**config.mk**
```make
export PLATFORM = sky130hd
export DESIGN_NAME = ethernet_rx_frame_classifier_flat
export DESIGN_NICKNAME = d
export VERILOG_FILES = /design/src/rtl/erfc_pkg.sv /design/src/rtl/erfc_if.sv /design/src/rtl/ethernet_rx_frame_classifier.sv /design/src/rtl/erfc_regs.sv /design/src/rtl/erfc_front.sv /design/src/rtl/erfc_fifo.sv /design/src/rtl/erfc_back.sv /design/src/flat_wrapper.sv
export SDC_FILE = /design/constraint.sdc
export NUM_CORES = 1
export LEC_CHECK = 0
export ABC_AREA = 0
export BUFFER_PORTS_ARGS = -buffer_cell sky130_fd_sc_hd__buf_4
export CAP_MARGIN = 10
export CORE_ASPECT_RATIO = 1.1
export CORE_MARGIN = 2
export CORE_UTILIZATION = 35
export CTS_BUF_LIST = sky130_fd_sc_hd__clkbuf_8 sky130_fd_sc_hd__clkbuf_16
export CTS_CLUSTER_SIZE = 24
export DETAILED_ROUTE_END_ITERATION = 12
export GPL_TIMING_DRIVEN = 0
export PLACE_DENSITY = 0.5
export SETUP_SLACK_MARGIN = 0.15
export SYNTH_ARGS = -nofsm -noshare
export SYNTH_HDL_FRONTEND = slang
export SYNTH_SLANG_ARGS = --single-unit
export TNS_END_PERCENT = 1
```
**constraint.sdc**
```tcl
create_clock -name clk -period 12.65 [get_ports clk]
set_clock_uncertainty 0.2 [all_clocks]
set_input_delay 1.8975 -clock clk [delete_from_list [all_inputs] [get_ports clk]]
set_output_delay 1.8975 -clock clk [all_outputs]
set_load 0.02 [all_outputs]
```
**src/rtl/erfc_pkg.sv**
```systemverilog
// shared types and constants of the ethernet rx frame classifier
// no dependencies
`timescale 1ns / 1ps

package erfc_pkg;

    // length counter width, 12 to 16
    localparam int LEN_BITS     = 16;
    localparam int FRAME_LEN_W  = 16;
    localparam int MAC_W        = 48;
    localparam int TYPE_W       = 16;
    localparam int OFFSET_W     = 5;
    localparam int CFG_LEN_W    = 14;

    localparam logic [LEN_BITS-1:0] COUNT_MAX = '1;

    localparam int HDR_LEN      = 14;
    localparam int VLAN_TAG_LEN = 4;
    localparam int DEST_BYTES   = 6;
    localparam int OUTER_POS    = 12;
    localparam int INNER_POS    = HDR_LEN + 2;

    localparam logic [OFFSET_W-1:0] OFFSET_NONE  = '0;
    localparam logic [OFFSET_W-1:0] OFFSET_PLAIN = OFFSET_W'(HDR_LEN);
    localparam logic [OFFSET_W-1:0] OFFSET_VLAN  = OFFSET_W'(HDR_LEN + VLAN_TAG_LEN);

    localparam logic [MAC_W-1:0]  BCAST_MAC = '1;
    localparam logic [TYPE_W-1:0] TYPE_VLAN = 16'h8100;
    localparam logic [TYPE_W-1:0] TYPE_IPV4 = 16'h0800;
    localparam logic [TYPE_W-1:0] TYPE_ARP  = 16'h0806;
    localparam logic [TYPE_W-1:0] TYPE_IPV6 = 16'h86DD;

    typedef enum logic [3:0] {
        V_IPV4        = 4'd0,
        V_ARP         = 4'd1,
        V_UNDERSIZED  = 4'd2,
        V_OVERSIZED   = 4'd3,
        V_UNVALIDATED = 4'd4,
        V_HDR_SHORT   = 4'd5,
        V_NOT_FOR_US  = 4'd6,
        V_VLAN_SHORT  = 4'd7,
        V_IPV6        = 4'd8,
        V_UNKNOWN     = 4'd9
    } verdict_t;

    // apb register map, 8-byte stride since own_mac is 48 bits
    localparam int APB_DATA_W = 64;
    localparam int APB_ADDR_W = 5;
    localparam int REG_IDX_W  = 2;

    typedef enum logic [REG_IDX_W-1:0] {
        REG_OWN_MAC = 2'd0,
        REG_PROMISC = 2'd1,
        REG_MIN_LEN = 2'd2,
        REG_MAX_LEN = 2'd3
    } reg_idx_t;

    localparam logic [CFG_LEN_W-1:0] MIN_LEN_RST = 14'd60;
    localparam logic [CFG_LEN_W-1:0] MAX_LEN_RST = 14'd1518;

    typedef struct packed {
        logic [MAC_W-1:0]     own_mac;
        logic                 promiscuous;
        logic [CFG_LEN_W-1:0] min_len;
        logic [CFG_LEN_W-1:0] max_len;
    } cfg_t;

    // what the front hands over per finished frame
    typedef struct packed {
        logic [LEN_BITS-1:0] len;
        logic [MAC_W-1:0]    dest;
        logic [TYPE_W-1:0]   outer;
        logic [TYPE_W-1:0]   inner;
        logic                validated;
    } frame_sum_t;

    localparam int QUEUE_DEPTH = 2;
    localparam int QUEUE_PTR_W = $clog2(QUEUE_DEPTH);
    localparam int QUEUE_CNT_W = $clog2(QUEUE_DEPTH + 1);

endpackage

```
**src/rtl/erfc_if.sv**
```systemverilog
// valid/ready channel interfaces for frame bytes and verdicts
// depends on erfc_pkg
`timescale 1ns / 1ps

interface erfc_byte_if;
    logic       valid;
    logic       ready;
    logic [7:0] data_byte;
    logic       last_byte;
    logic       frame_validated;

    modport source (output valid, data_byte, last_byte, frame_validated, input ready);
    modport sink   (input valid, data_byte, last_byte, frame_validated, output ready);
endinterface

interface erfc_verdict_if;
    logic                                  valid;
    logic                                  ready;
    erfc_pkg::verdict_t                    verdict;
    logic [erfc_pkg::TYPE_W-1:0]           protocol;
    logic [erfc_pkg::OFFSET_W-1:0]         payload_offset;
    logic [erfc_pkg::FRAME_LEN_W-1:0]      frame_length;

    modport source (output valid, verdict, protocol, payload_offset, frame_length,
                    input ready);
    modport sink   (input valid, verdict, protocol, payload_offset, frame_length,
                    output ready);
endinterface

```
**src/rtl/ethernet_rx_frame_classifier.sv**
```systemverilog
// top level of the ethernet rx frame classifier
// depends on erfc_pkg, erfc_if, erfc_regs, erfc_front, erfc_fifo, erfc_back
//
//   channel  | dir | handshake              | beat payload
//   ---------+-----+------------------------+-----------------------------------------
//   frame    | in  | valid/ready            | data_byte, last_byte, frame_validated
//   result   | out | valid/ready            | verdict, protocol, payload_offset,
//            |     |                        | frame_length
//   apb      | in  | psel/penable, pready=1 | paddr (8-byte stride), pwdata, prdata
//
// one frame byte per cycle while the frame channel is ready; a verdict passes through
// the summary queue and then the output register, either of which holds it while results stall
// the front counts and captures each byte as it is accepted; the two-entry queue is
// the only thing that can push back on the frame channel, and only while results stall
// reset clears length counter, captured header, queue and output valid; the
// configuration returns to own_mac 0, promiscuous off, limits 60 and 1518
`timescale 1ns / 1ps

module ethernet_rx_frame_classifier (
    input  logic                            clk,
    input  logic                            rst_n,
    erfc_byte_if.sink                       frame,
    erfc_verdict_if.source                  result,
    input  logic                            psel,
    input  logic                            penable,
    input  logic                            pwrite,
    input  logic [erfc_pkg::APB_ADDR_W-1:0] paddr,
    input  logic [erfc_pkg::APB_DATA_W-1:0] pwdata,
    output logic [erfc_pkg::APB_DATA_W-1:0] prdata,
    output logic                            pready
);

    erfc_pkg::cfg_t       cfg;
    erfc_pkg::frame_sum_t sum;
    erfc_pkg::frame_sum_t head;
    logic                 push;
    logic                 full;
    logic                 pop;
    logic                 head_valid;

    // register writes complete in the access phase, no wait states
    assign pready = 1'b1;

    erfc_regs u_regs (
        .clk     (clk),
        .rst_n   (rst_n),
        .psel    (psel),
        .penable (penable),
        .pwrite  (pwrite),
        .paddr   (paddr),
        .pwdata  (pwdata),
        .prdata  (prdata),
        .cfg     (cfg)
    );

    // front: per-byte count and header capture, emits a summary on the last beat
    erfc_front u_front (
        .clk   (clk),
        .rst_n (rst_n),
        .frame (frame),
        .full  (full),
        .push  (push),
        .sum   (sum)
    );

    // decouples the byte stream from a stalled result sink
    erfc_fifo u_fifo (
        .clk        (clk),
        .rst_n      (rst_n),
        .push       (push),
        .push_data  (sum),
        .full       (full),
        .pop        (pop),
        .head_valid (head_valid),
        .head_data  (head)
    );

    // back: ordered length, validation and address checks, then ethertype decode into the output register
    erfc_back u_back (
        .clk        (clk),
        .rst_n      (rst_n),
        .cfg        (cfg),
        .head_valid (head_valid),
        .head       (head),
        .pop        (pop),
        .result     (result)
    );

endmodule

```
**src/rtl/erfc_regs.sv**
```systemverilog
// apb configuration registers of the classifier
// depends on erfc_pkg
`timescale 1ns / 1ps

module erfc_regs (
    input  logic                            clk,
    input  logic                            rst_n,
    input  logic                            psel,
    input  logic                            penable,
    input  logic                            pwrite,
    input  logic [erfc_pkg::APB_ADDR_W-1:0] paddr,
    input  logic [erfc_pkg::APB_DATA_W-1:0] pwdata,
    output logic [erfc_pkg::APB_DATA_W-1:0] prdata,
    output erfc_pkg::cfg_t                  cfg
);

    erfc_pkg::cfg_t     cfg_reg;
    erfc_pkg::cfg_t     cfg_next;
    erfc_pkg::reg_idx_t idx;
    logic               wr_en;

    assign idx   = erfc_pkg::reg_idx_t'(paddr[erfc_pkg::APB_ADDR_W-1 -: erfc_pkg::REG_IDX_W]);
    assign wr_en = psel && penable && pwrite;

    always_comb
    begin
        cfg_next = cfg_reg;
        if (wr_en)
        begin
            case (idx)
                erfc_pkg::REG_OWN_MAC: cfg_next.own_mac     = pwdata[erfc_pkg::MAC_W-1:0];
                erfc_pkg::REG_PROMISC: cfg_next.promiscuous = pwdata[0];
                erfc_pkg::REG_MIN_LEN: cfg_next.min_len     = pwdata[erfc_pkg::CFG_LEN_W-1:0];
                erfc_pkg::REG_MAX_LEN: cfg_next.max_len     = pwdata[erfc_pkg::CFG_LEN_W-1:0];
                default:               cfg_next = cfg_reg;
            endcase
        end
    end

    always_ff @(posedge clk or negedge rst_n)
    begin
        if (!rst_n)
        begin
            cfg_reg.own_mac     <= '0;
            cfg_reg.promiscuous <= 1'b0;
            cfg_reg.min_len     <= erfc_pkg::MIN_LEN_RST;
            cfg_reg.max_len     <= erfc_pkg::MAX_LEN_RST;
        end
        else
        begin
            cfg_reg <= cfg_next;
        end
    end

    always_comb
    begin
        case (idx)
            erfc_pkg::REG_OWN_MAC: prdata = erfc_pkg::APB_DATA_W'(cfg_reg.own_mac);
            erfc_pkg::REG_PROMISC: prdata = erfc_pkg::APB_DATA_W'(cfg_reg.promiscuous);
            erfc_pkg::REG_MIN_LEN: prdata = erfc_pkg::APB_DATA_W'(cfg_reg.min_len);
            erfc_pkg::REG_MAX_LEN: prdata = erfc_pkg::APB_DATA_W'(cfg_reg.max_len);
            default:               prdata = '0;
        endcase
    end

    assign cfg = cfg_reg;

endmodule

```
**src/rtl/erfc_front.sv**
```systemverilog
// front end: takes frame bytes, counts length, captures header fields
// depends on erfc_pkg and erfc_if
`timescale 1ns / 1ps

module erfc_front (
    input  logic                 clk,
    input  logic                 rst_n,
    erfc_byte_if.sink            frame,
    input  logic                 full,
    output logic                 push,
    output erfc_pkg::frame_sum_t sum
);

    logic [erfc_pkg::LEN_BITS-1:0] count_reg, count_next, count_inc;
    logic [erfc_pkg::MAC_W-1:0]    dest_reg, dest_next, dest_cap;
    logic [erfc_pkg::TYPE_W-1:0]   outer_reg, outer_next, outer_cap;
    logic [erfc_pkg::TYPE_W-1:0]   inner_reg, inner_next, inner_cap;
    logic                          accept;

    assign frame.ready = !full;
    assign accept      = frame.valid && !full;

    always_comb
    begin
        dest_cap  = dest_reg;
        outer_cap = outer_reg;
        inner_cap = inner_reg;
        if (count_reg < erfc_pkg::LEN_BITS'(erfc_pkg::DEST_BYTES))
        begin
            dest_cap = {dest_reg[erfc_pkg::MAC_W-9:0], frame.data_byte};
        end
        else if (count_reg == erfc_pkg::LEN_BITS'(erfc_pkg::OUTER_POS)
              || count_reg == erfc_pkg::LEN_BITS'(erfc_pkg::OUTER_POS + 1))
        begin
            outer_cap = {outer_reg[7:0], frame.data_byte};
        end
        else if (count_reg == erfc_pkg::LEN_BITS'(erfc_pkg::INNER_POS)
              || count_reg == erfc_pkg::LEN_BITS'(erfc_pkg::INNER_POS + 1))
        begin
            inner_cap = {inner_reg[7:0], frame.data_byte};
        end

        // saturating length
        count_inc = (count_reg != erfc_pkg::COUNT_MAX) ? count_reg + 1'b1 : count_reg;

        count_next = count_reg;
        dest_next  = dest_reg;
        outer_next = outer_reg;
        inner_next = inner_reg;
        if (accept)
        begin
            if (frame.last_byte)
            begin
                count_next = '0;
                dest_next  = '0;
                outer_next = '0;
                inner_next = '0;
            end
            else
            begin
                count_next = count_inc;
                dest_next  = dest_cap;
                outer_next = outer_cap;
                inner_next = inner_cap;
            end
        end
    end

    always_ff @(posedge clk or negedge rst_n)
    begin
        if (!rst_n)
        begin
            count_reg <= '0;
            dest_reg  <= '0;
            outer_reg <= '0;
            inner_reg <= '0;
        end
        else
        begin
            count_reg <= count_next;
            dest_reg  <= dest_next;
            outer_reg <= outer_next;
            inner_reg <= inner_next;
        end
    end

    assign push          = accept && frame.last_byte;
    assign sum.len       = count_inc;
    assign sum.dest      = dest_cap;
    assign sum.outer     = outer_cap;
    assign sum.inner     = inner_cap;
    assign sum.validated = frame.frame_validated;

endmodule

```
**src/rtl/erfc_fifo.sv**
```systemverilog
// short queue of finished frame summaries between front and back
// depends on erfc_pkg
`timescale 1ns / 1ps

module erfc_fifo (
    input  logic                 clk,
    input  logic                 rst_n,
    input  logic                 push,
    input  erfc_pkg::frame_sum_t push_data,
    output logic                 full,
    input  logic                 pop,
    output logic                 head_valid,
    output erfc_pkg::frame_sum_t head_data
);

    erfc_pkg::frame_sum_t                mem_reg [erfc_pkg::QUEUE_DEPTH];
    logic [erfc_pkg::QUEUE_PTR_W-1:0]    wr_ptr_reg, wr_ptr_next;
    logic [erfc_pkg::QUEUE_PTR_W-1:0]    rd_ptr_reg, rd_ptr_next;
    logic [erfc_pkg::QUEUE_CNT_W-1:0]    cnt_reg, cnt_next;
    logic                                do_push, do_pop;

    function automatic logic [erfc_pkg::QUEUE_PTR_W-1:0] ptr_adv(
        input logic [erfc_pkg::QUEUE_PTR_W-1:0] ptr
    );
        if (ptr == erfc_pkg::QUEUE_PTR_W'(erfc_pkg::QUEUE_DEPTH - 1))
            return '0;
        else
            return ptr + 1'b1;
    endfunction

    assign full       = (cnt_reg == erfc_pkg::QUEUE_CNT_W'(erfc_pkg::QUEUE_DEPTH));
    assign head_valid = (cnt_reg != '0);
    assign head_data  = mem_reg[rd_ptr_reg];
    assign do_push    = push && !full;
    assign do_pop     = pop && head_valid;

    always_comb
    begin
        wr_ptr_next = do_push ? ptr_adv(wr_ptr_reg) : wr_ptr_reg;
        rd_ptr_next = do_pop  ? ptr_adv(rd_ptr_reg) : rd_ptr_reg;
        cnt_next    = cnt_reg;
        if (do_push && !do_pop)
            cnt_next = cnt_reg + 1'b1;
        else if (do_pop && !do_push)
            cnt_next = cnt_reg - 1'b1;
    end

    always_ff @(posedge clk or negedge rst_n)
    begin
        if (!rst_n)
        begin
            wr_ptr_reg <= '0;
            rd_ptr_reg <= '0;
            cnt_reg    <= '0;
        end
        else
        begin
            wr_ptr_reg <= wr_ptr_next;
            rd_ptr_reg <= rd_ptr_next;
            cnt_reg    <= cnt_next;
        end
    end

    always_ff @(posedge clk)
    begin
        if (do_push)
            mem_reg[wr_ptr_reg] <= push_data;
    end

endmodule

```
**src/rtl/erfc_back.sv**
```systemverilog
// back end: turns a frame summary into a verdict and holds it for the sink
// depends on erfc_pkg and erfc_if
`timescale 1ns / 1ps

module erfc_back (
    input  logic                 clk,
    input  logic                 rst_n,
    input  erfc_pkg::cfg_t       cfg,
    input  logic                 head_valid,
    input  erfc_pkg::frame_sum_t head,
    output logic                 pop,
    erfc_verdict_if.source       result
);

    logic [erfc_pkg::FRAME_LEN_W-1:0] len, min_len, max_len;
    logic [erfc_pkg::TYPE_W-1:0]      proto;
    logic                             for_us, is_vlan;
    erfc_pkg::verdict_t               verdict_c;
    logic [erfc_pkg::TYPE_W-1:0]      proto_c;
    logic [erfc_pkg::OFFSET_W-1:0]    offset_c;

    logic                             out_valid_reg, out_valid_next;
    erfc_pkg::verdict_t               verdict_reg;
    logic [erfc_pkg::TYPE_W-1:0]      proto_reg;
    logic [erfc_pkg::OFFSET_W-1:0]    offset_reg;
    logic [erfc_pkg::FRAME_LEN_W-1:0] len_reg;

    assign len     = erfc_pkg::FRAME_LEN_W'(head.len);
    assign min_len = erfc_pkg::FRAME_LEN_W'(cfg.min_len);
    assign max_len = erfc_pkg::FRAME_LEN_W'(cfg.max_len);
    assign for_us  = (head.dest == erfc_pkg::BCAST_MAC) || (head.dest == cfg.own_mac)
                  || cfg.promiscuous;
    assign is_vlan = (head.outer == erfc_pkg::TYPE_VLAN);
    assign proto   = is_vlan ? head.inner : head.outer;

    always_comb
    begin
        proto_c  = '0;
        offset_c = erfc_pkg::OFFSET_NONE;
        if (len < min_len)
            verdict_c = erfc_pkg::V_UNDERSIZED;
        else if (len > max_len)
            verdict_c = erfc_pkg::V_OVERSIZED;
        else if (!head.validated)
            verdict_c = erfc_pkg::V_UNVALIDATED;
        else if (len < erfc_pkg::FRAME_LEN_W'(erfc_pkg::HDR_LEN))
            verdict_c = erfc_pkg::V_HDR_SHORT;
        else if (!for_us)
            verdict_c = erfc_pkg::V_NOT_FOR_US;
        else if (is_vlan
              && len < erfc_pkg::FRAME_LEN_W'(erfc_pkg::HDR_LEN + erfc_pkg::VLAN_TAG_LEN))
            verdict_c = erfc_pkg::V_VLAN_SHORT;
        else
        begin
            proto_c  = proto;
            offset_c = is_vlan ? erfc_pkg::OFFSET_VLAN : erfc_pkg::OFFSET_PLAIN;
            if (proto == erfc_pkg::TYPE_IPV4)
                verdict_c = erfc_pkg::V_IPV4;
            else if (proto == erfc_pkg::TYPE_ARP)
                verdict_c = erfc_pkg::V_ARP;
            else if (proto == erfc_pkg::TYPE_IPV6)
                verdict_c = erfc_pkg::V_IPV6;
            else
                verdict_c = erfc_pkg::V_UNKNOWN;
        end
    end

    // load whenever the output register is empty or being drained
    assign pop            = head_valid && (!out_valid_reg || result.ready);
    assign out_valid_next = pop || (out_valid_reg && !result.ready);

    always_ff @(posedge clk or negedge rst_n)
    begin
        if (!rst_n)
            out_valid_reg <= 1'b0;
        else
            out_valid_reg <= out_valid_next;
    end

    always_ff @(posedge clk)
    begin
        if (pop)
        begin
            verdict_reg <= verdict_c;
            proto_reg   <= proto_c;
            offset_reg  <= offset_c;
            len_reg     <= len;
        end
    end

    assign result.valid          = out_valid_reg;
    assign result.verdict        = verdict_reg;
    assign result.protocol       = proto_reg;
    assign result.payload_offset = offset_reg;
    assign result.frame_length   = len_reg;

endmodule

```
**src/flat_wrapper.sv**
```systemverilog
// flat-port wrapper written by rule: the top's interface ports become plain ports
module ethernet_rx_frame_classifier_flat 
  (clk, rst_n, psel, penable, pwrite, paddr, pwdata, prdata, pready, frame_valid, frame_data_byte, frame_last_byte, frame_frame_validated, frame_ready, result_valid, result_verdict, result_protocol, result_payload_offset, result_frame_length, result_ready);
  erfc_byte_if frame_i ();
  erfc_verdict_if result_i ();
  input  logic clk;
  input  logic rst_n;
  input  logic psel;
  input  logic penable;
  input  logic pwrite;
  input  logic [erfc_pkg::APB_ADDR_W-1:0] paddr;
  input  logic [erfc_pkg::APB_DATA_W-1:0] pwdata;
  output logic [erfc_pkg::APB_DATA_W-1:0] prdata;
  output logic pready;
  input wire logic [$bits(frame_i.valid)-1:0] frame_valid;
  input wire logic [$bits(frame_i.data_byte)-1:0] frame_data_byte;
  input wire logic [$bits(frame_i.last_byte)-1:0] frame_last_byte;
  input wire logic [$bits(frame_i.frame_validated)-1:0] frame_frame_validated;
  output wire logic [$bits(frame_i.ready)-1:0] frame_ready;
  output wire logic [$bits(result_i.valid)-1:0] result_valid;
  output wire logic [$bits(result_i.verdict)-1:0] result_verdict;
  output wire logic [$bits(result_i.protocol)-1:0] result_protocol;
  output wire logic [$bits(result_i.payload_offset)-1:0] result_payload_offset;
  output wire logic [$bits(result_i.frame_length)-1:0] result_frame_length;
  input wire logic [$bits(result_i.ready)-1:0] result_ready;
  assign frame_i.valid = frame_valid;
  assign frame_i.data_byte = frame_data_byte;
  assign frame_i.last_byte = frame_last_byte;
  assign frame_i.frame_validated = frame_frame_validated;
  assign frame_ready = frame_i.ready;
  assign result_valid = result_i.valid;
  assign result_verdict = result_i.verdict;
  assign result_protocol = result_i.protocol;
  assign result_payload_offset = result_i.payload_offset;
  assign result_frame_length = result_i.frame_length;
  assign result_i.ready = result_ready;
  ethernet_rx_frame_classifier u_core (.clk(clk), .rst_n(rst_n), .frame(frame_i), .result(result_i), .psel(psel), .penable(penable), .pwrite(pwrite), .paddr(paddr), .pwdata(pwdata), .prdata(prdata), .pready(pready));
endmodule
```
==> flow_summary.toml <==
[status]
status = "finished clean"

[critical_path]
required_ns = 10.55
crit_fanout = 10
cp_cell_sequence = "clkbuf_1 -> nor2_1 -> clkbuf_1 -> clkbuf_1 -> and2_1 -> buf_4"
crit_path_end_kind = "primary output"
critPathMostFrequentCell = "clkbuf_1"
cp.arrival_ns = 3.98
critical_path_class = "input port to primary output"
crit_slowest_cell = "clkbuf_1"
worstSetupStartpointType = "input port"
slowest_delay_ns = 0.75

[min_path]
hold_path_class = "flop to flop"

[placement]
dpl_cell_area_mm2 = 0.0212
hpwl_mm = 42.3
dp_cells = 2316
gp_congestion = 0.884
port_buffers = 154

[synth]
synth.most_common_cell = "edfxtp_1"
synth_area_leader_cell = "edfxtp_1"
synthArstFlopShare_pct = 43.3
synth.yosys.seq_area_share_pct = 60.5
synth.cell_area_mm2 = 0.0189
syn-instance-count = 1412
avgSynthCellArea_um2 = 13.4
synth_edf_count = 233
ys.flop_type = "edfxtp_1"
synth.distinct_cells = 69
synth_top_area_share_pct = 36.9
synth_common_cells = "233 x edfxtp_1, 166 x dfrtp_1, 157 x mux2_2, 103 x a22o_1, 61 x nand2_1"
ys_top_cells_by_area = "edfxtp_1 37%, dfrtp_1 22%, mux2_2 9.3%"
ys_warn_count = 0
ys_ff_latch = 411

[power_and_ir_drop]
p_int_w = 0.00295
combPwrFrac_pct = 28.9
power.density_mw_per_mm2 = 196
p_leak_nw = 9.19
p_switching_w = 0.00151
sw_frac_of_total_pct = 33.8
ir_worst_vdd_mv = 0.116
p_seq_share_pct = 41.8
clkPwrFrac_pct = 29.3

[route]
ant_nets = 0
drtIter0Drc = 1008
first_pass_iters = 5
drc_errors = 0
avgViaCountPerCell = 5.20
wl_per_cell_um = 23.7
via_count = 12488
routed_wl_mm = 56.9

[cts]
htree_levels = 2
postCtsResizedCells = 0
cts_hold_buffers = 0
cts_buffers = 45
clk_pin_slew_worst_paths_ns = 0.05
numClockSinks = 411
cts_root_buf = "clkbuf_16"
cts_setup_buffers = 0
cts.path.max_buffers = 3
worstSkewPairLatency_ns = 0.60
cts_tree = "done"

[final_layout]
stdcell_count = 2400
n_fill_cell = 4950
diodes = 0
largest_register_ffs = 194
finalNetCount = 1752
area_growth_pct = 19.9
final_area_mm2 = 0.0227
drive_gt1_share_pct = 27.0

[sta]
setup_violations = 0
maxSlewViolCount = 0
hold_viol = 0
period_minus_slack_ns = 6.08
finalSetupTns_ns = 0
slew_headroom_pct = 22.7
grt_setup_unrepaired = "no"
tightestPinTransition_ns = 1.16
fin_crit_sh_pct = 48.1
max_freq_mhz = 164

[die]
die_x_um = 226
start_util_pct = 35.4
coreArea_mm2 = 0.0536
dieArea_mm2 = 0.0560
ios = 194
die_h_um = 248
rows = 89

[grt]
grt_pass1_wl_mm = 83.8
antenna_found_initial = 0
grt_max_degree = 95
grt_pass1_vias = 12653
overflow = 0
grt_usage_pct = 20.6

[job]
max_cap_violations = 0
-- layer usage --
metal,global-route usage (%),vias to the layer above,share of wire [%]
met5,0,-,0
met4,7.13,0,3.1
li1,-,5731,-
met2,34.5,374,48
met1,27.1,6298,44
met3,3.20,85,4.7
-- cells by family (layout without fill, tap and decap cells) --
logic type	Yosys count	count (layout)	synth area share, %
buffers and inverters	139	383	3.51
xor gates and xnor gates	65	65	3.01
other	2	18	0.0397
and+or+nand+nor	294	294	8.43
DFF	411	411	60.5
AOI/OAI and AO/OA	257	257	9.99
muxes	213	213	12.4
adders and majority gates	31	31	2.05
-- cells in the final DEF (no fill, tap or decap), drive strengths merged, types with 5 or more instances in the layout --
cell type | netlist | routed
a21o | 8 | 8
nor3 | 20 | 20
clkinv | 0 | 17
nand3 | 34 | 34
clkinvlp | 0 | 5
conb | 2 | 18
a21oi | 35 | 35
buf | 44 | 204
o31ai | 7 | 7
nand2b | 5 | 5
o21ai | 52 | 52
clkbuf | 50 | 98
dfrtp | 166 | 166
nor4b | 5 | 5
a22o | 103 | 103
mux2i | 55 | 55
xnor2 | 59 | 59
nor2 | 40 | 40
inv | 45 | 55
ha | 31 | 31
and2 | 39 | 39
or3 | 6 | 6
nand4 | 17 | 17
dfstp | 12 | 12
a211oi | 15 | 15
edfxtp | 233 | 233
nand2 | 61 | 61
and3 | 22 | 22
nor4 | 24 | 24
mux2 | 157 | 157
xor2 | 6 | 6
-- critical path: cells and delay by family --
| kind | cells | cell delay (ns) |
|---|---|---|
| simple gates | 2 | 0.44 |
| buf+inv | 4 | 1.63 |
-- power by group through the flow --
stage          clock network [W]  registers, W  logic (W)
2_1_floorplan                  0       0.00189   0.000757
3_3_place_gp                   0       0.00191    0.00127
3_5_place_dp                   0       0.00189    0.00130
4_1_cts                  0.00134       0.00187    0.00131
5_1_grt                  0.00140       0.00189    0.00139
6_report                 0.00131       0.00186    0.00129
-- path summary, 6_finish.rpt --
path / from / endpoint / slack [ns] / depth (start not counted)
min in group asynchronous: rst_n / u_core.u_regs.cfg[61] / 1.12 / 1
min reg2reg: u_core.u_front.outer_reg[12] / u_core.u_front.outer_reg[12] / 0.30 / 1
max: paddr[4] / prdata[47] / 6.57 / 6
min: u_core.u_front.outer_reg[12] / u_core.u_front.outer_reg[12] / 0.30 / 1
max in group asynchronous: rst_n / u_core.u_front.outer_reg[12] / 10.13 / 2
max reg2reg: u_core.u_fifo.rd_ptr_reg / u_core.u_back.result.protocol[8] / 6.59 / 16
-- stage by stage --
stage | hold WS (ns) | total power (W) | worst slack [ns] | util (%)
6_report | 0.298 | 0.00446 | 6.57 | 42.4
5_1_grt | 0.311 | 0.00468 | 6.28 | 42.4
4_1_cts | 0.302 | 0.00451 | 6.49 | 42.4
3_5_place_dp | 0.285 | 0.00319 | 6.50 | 39.6
3_3_place_gp | 0.278 | 0.00318 | 2.26 | 39.3
2_1_floorplan | 0.261 | 0.00265 | 5.59 | -
-- cell type report --
type	count	area, um^2	share of cell area [%]
Clock inverter	36	300	1.32
Clock buffer	48	1170	5.14
Multi-Input combinational cell	878	6880	30.3
Inverter	45	169	0.744
Sequential cell	411	11500	50.5
Buffer	94	497	2.19
Tap cell	728	911	4.01
Timing Repair Buffer	160	1310	5.79
(Power assumes the default switching activity.)
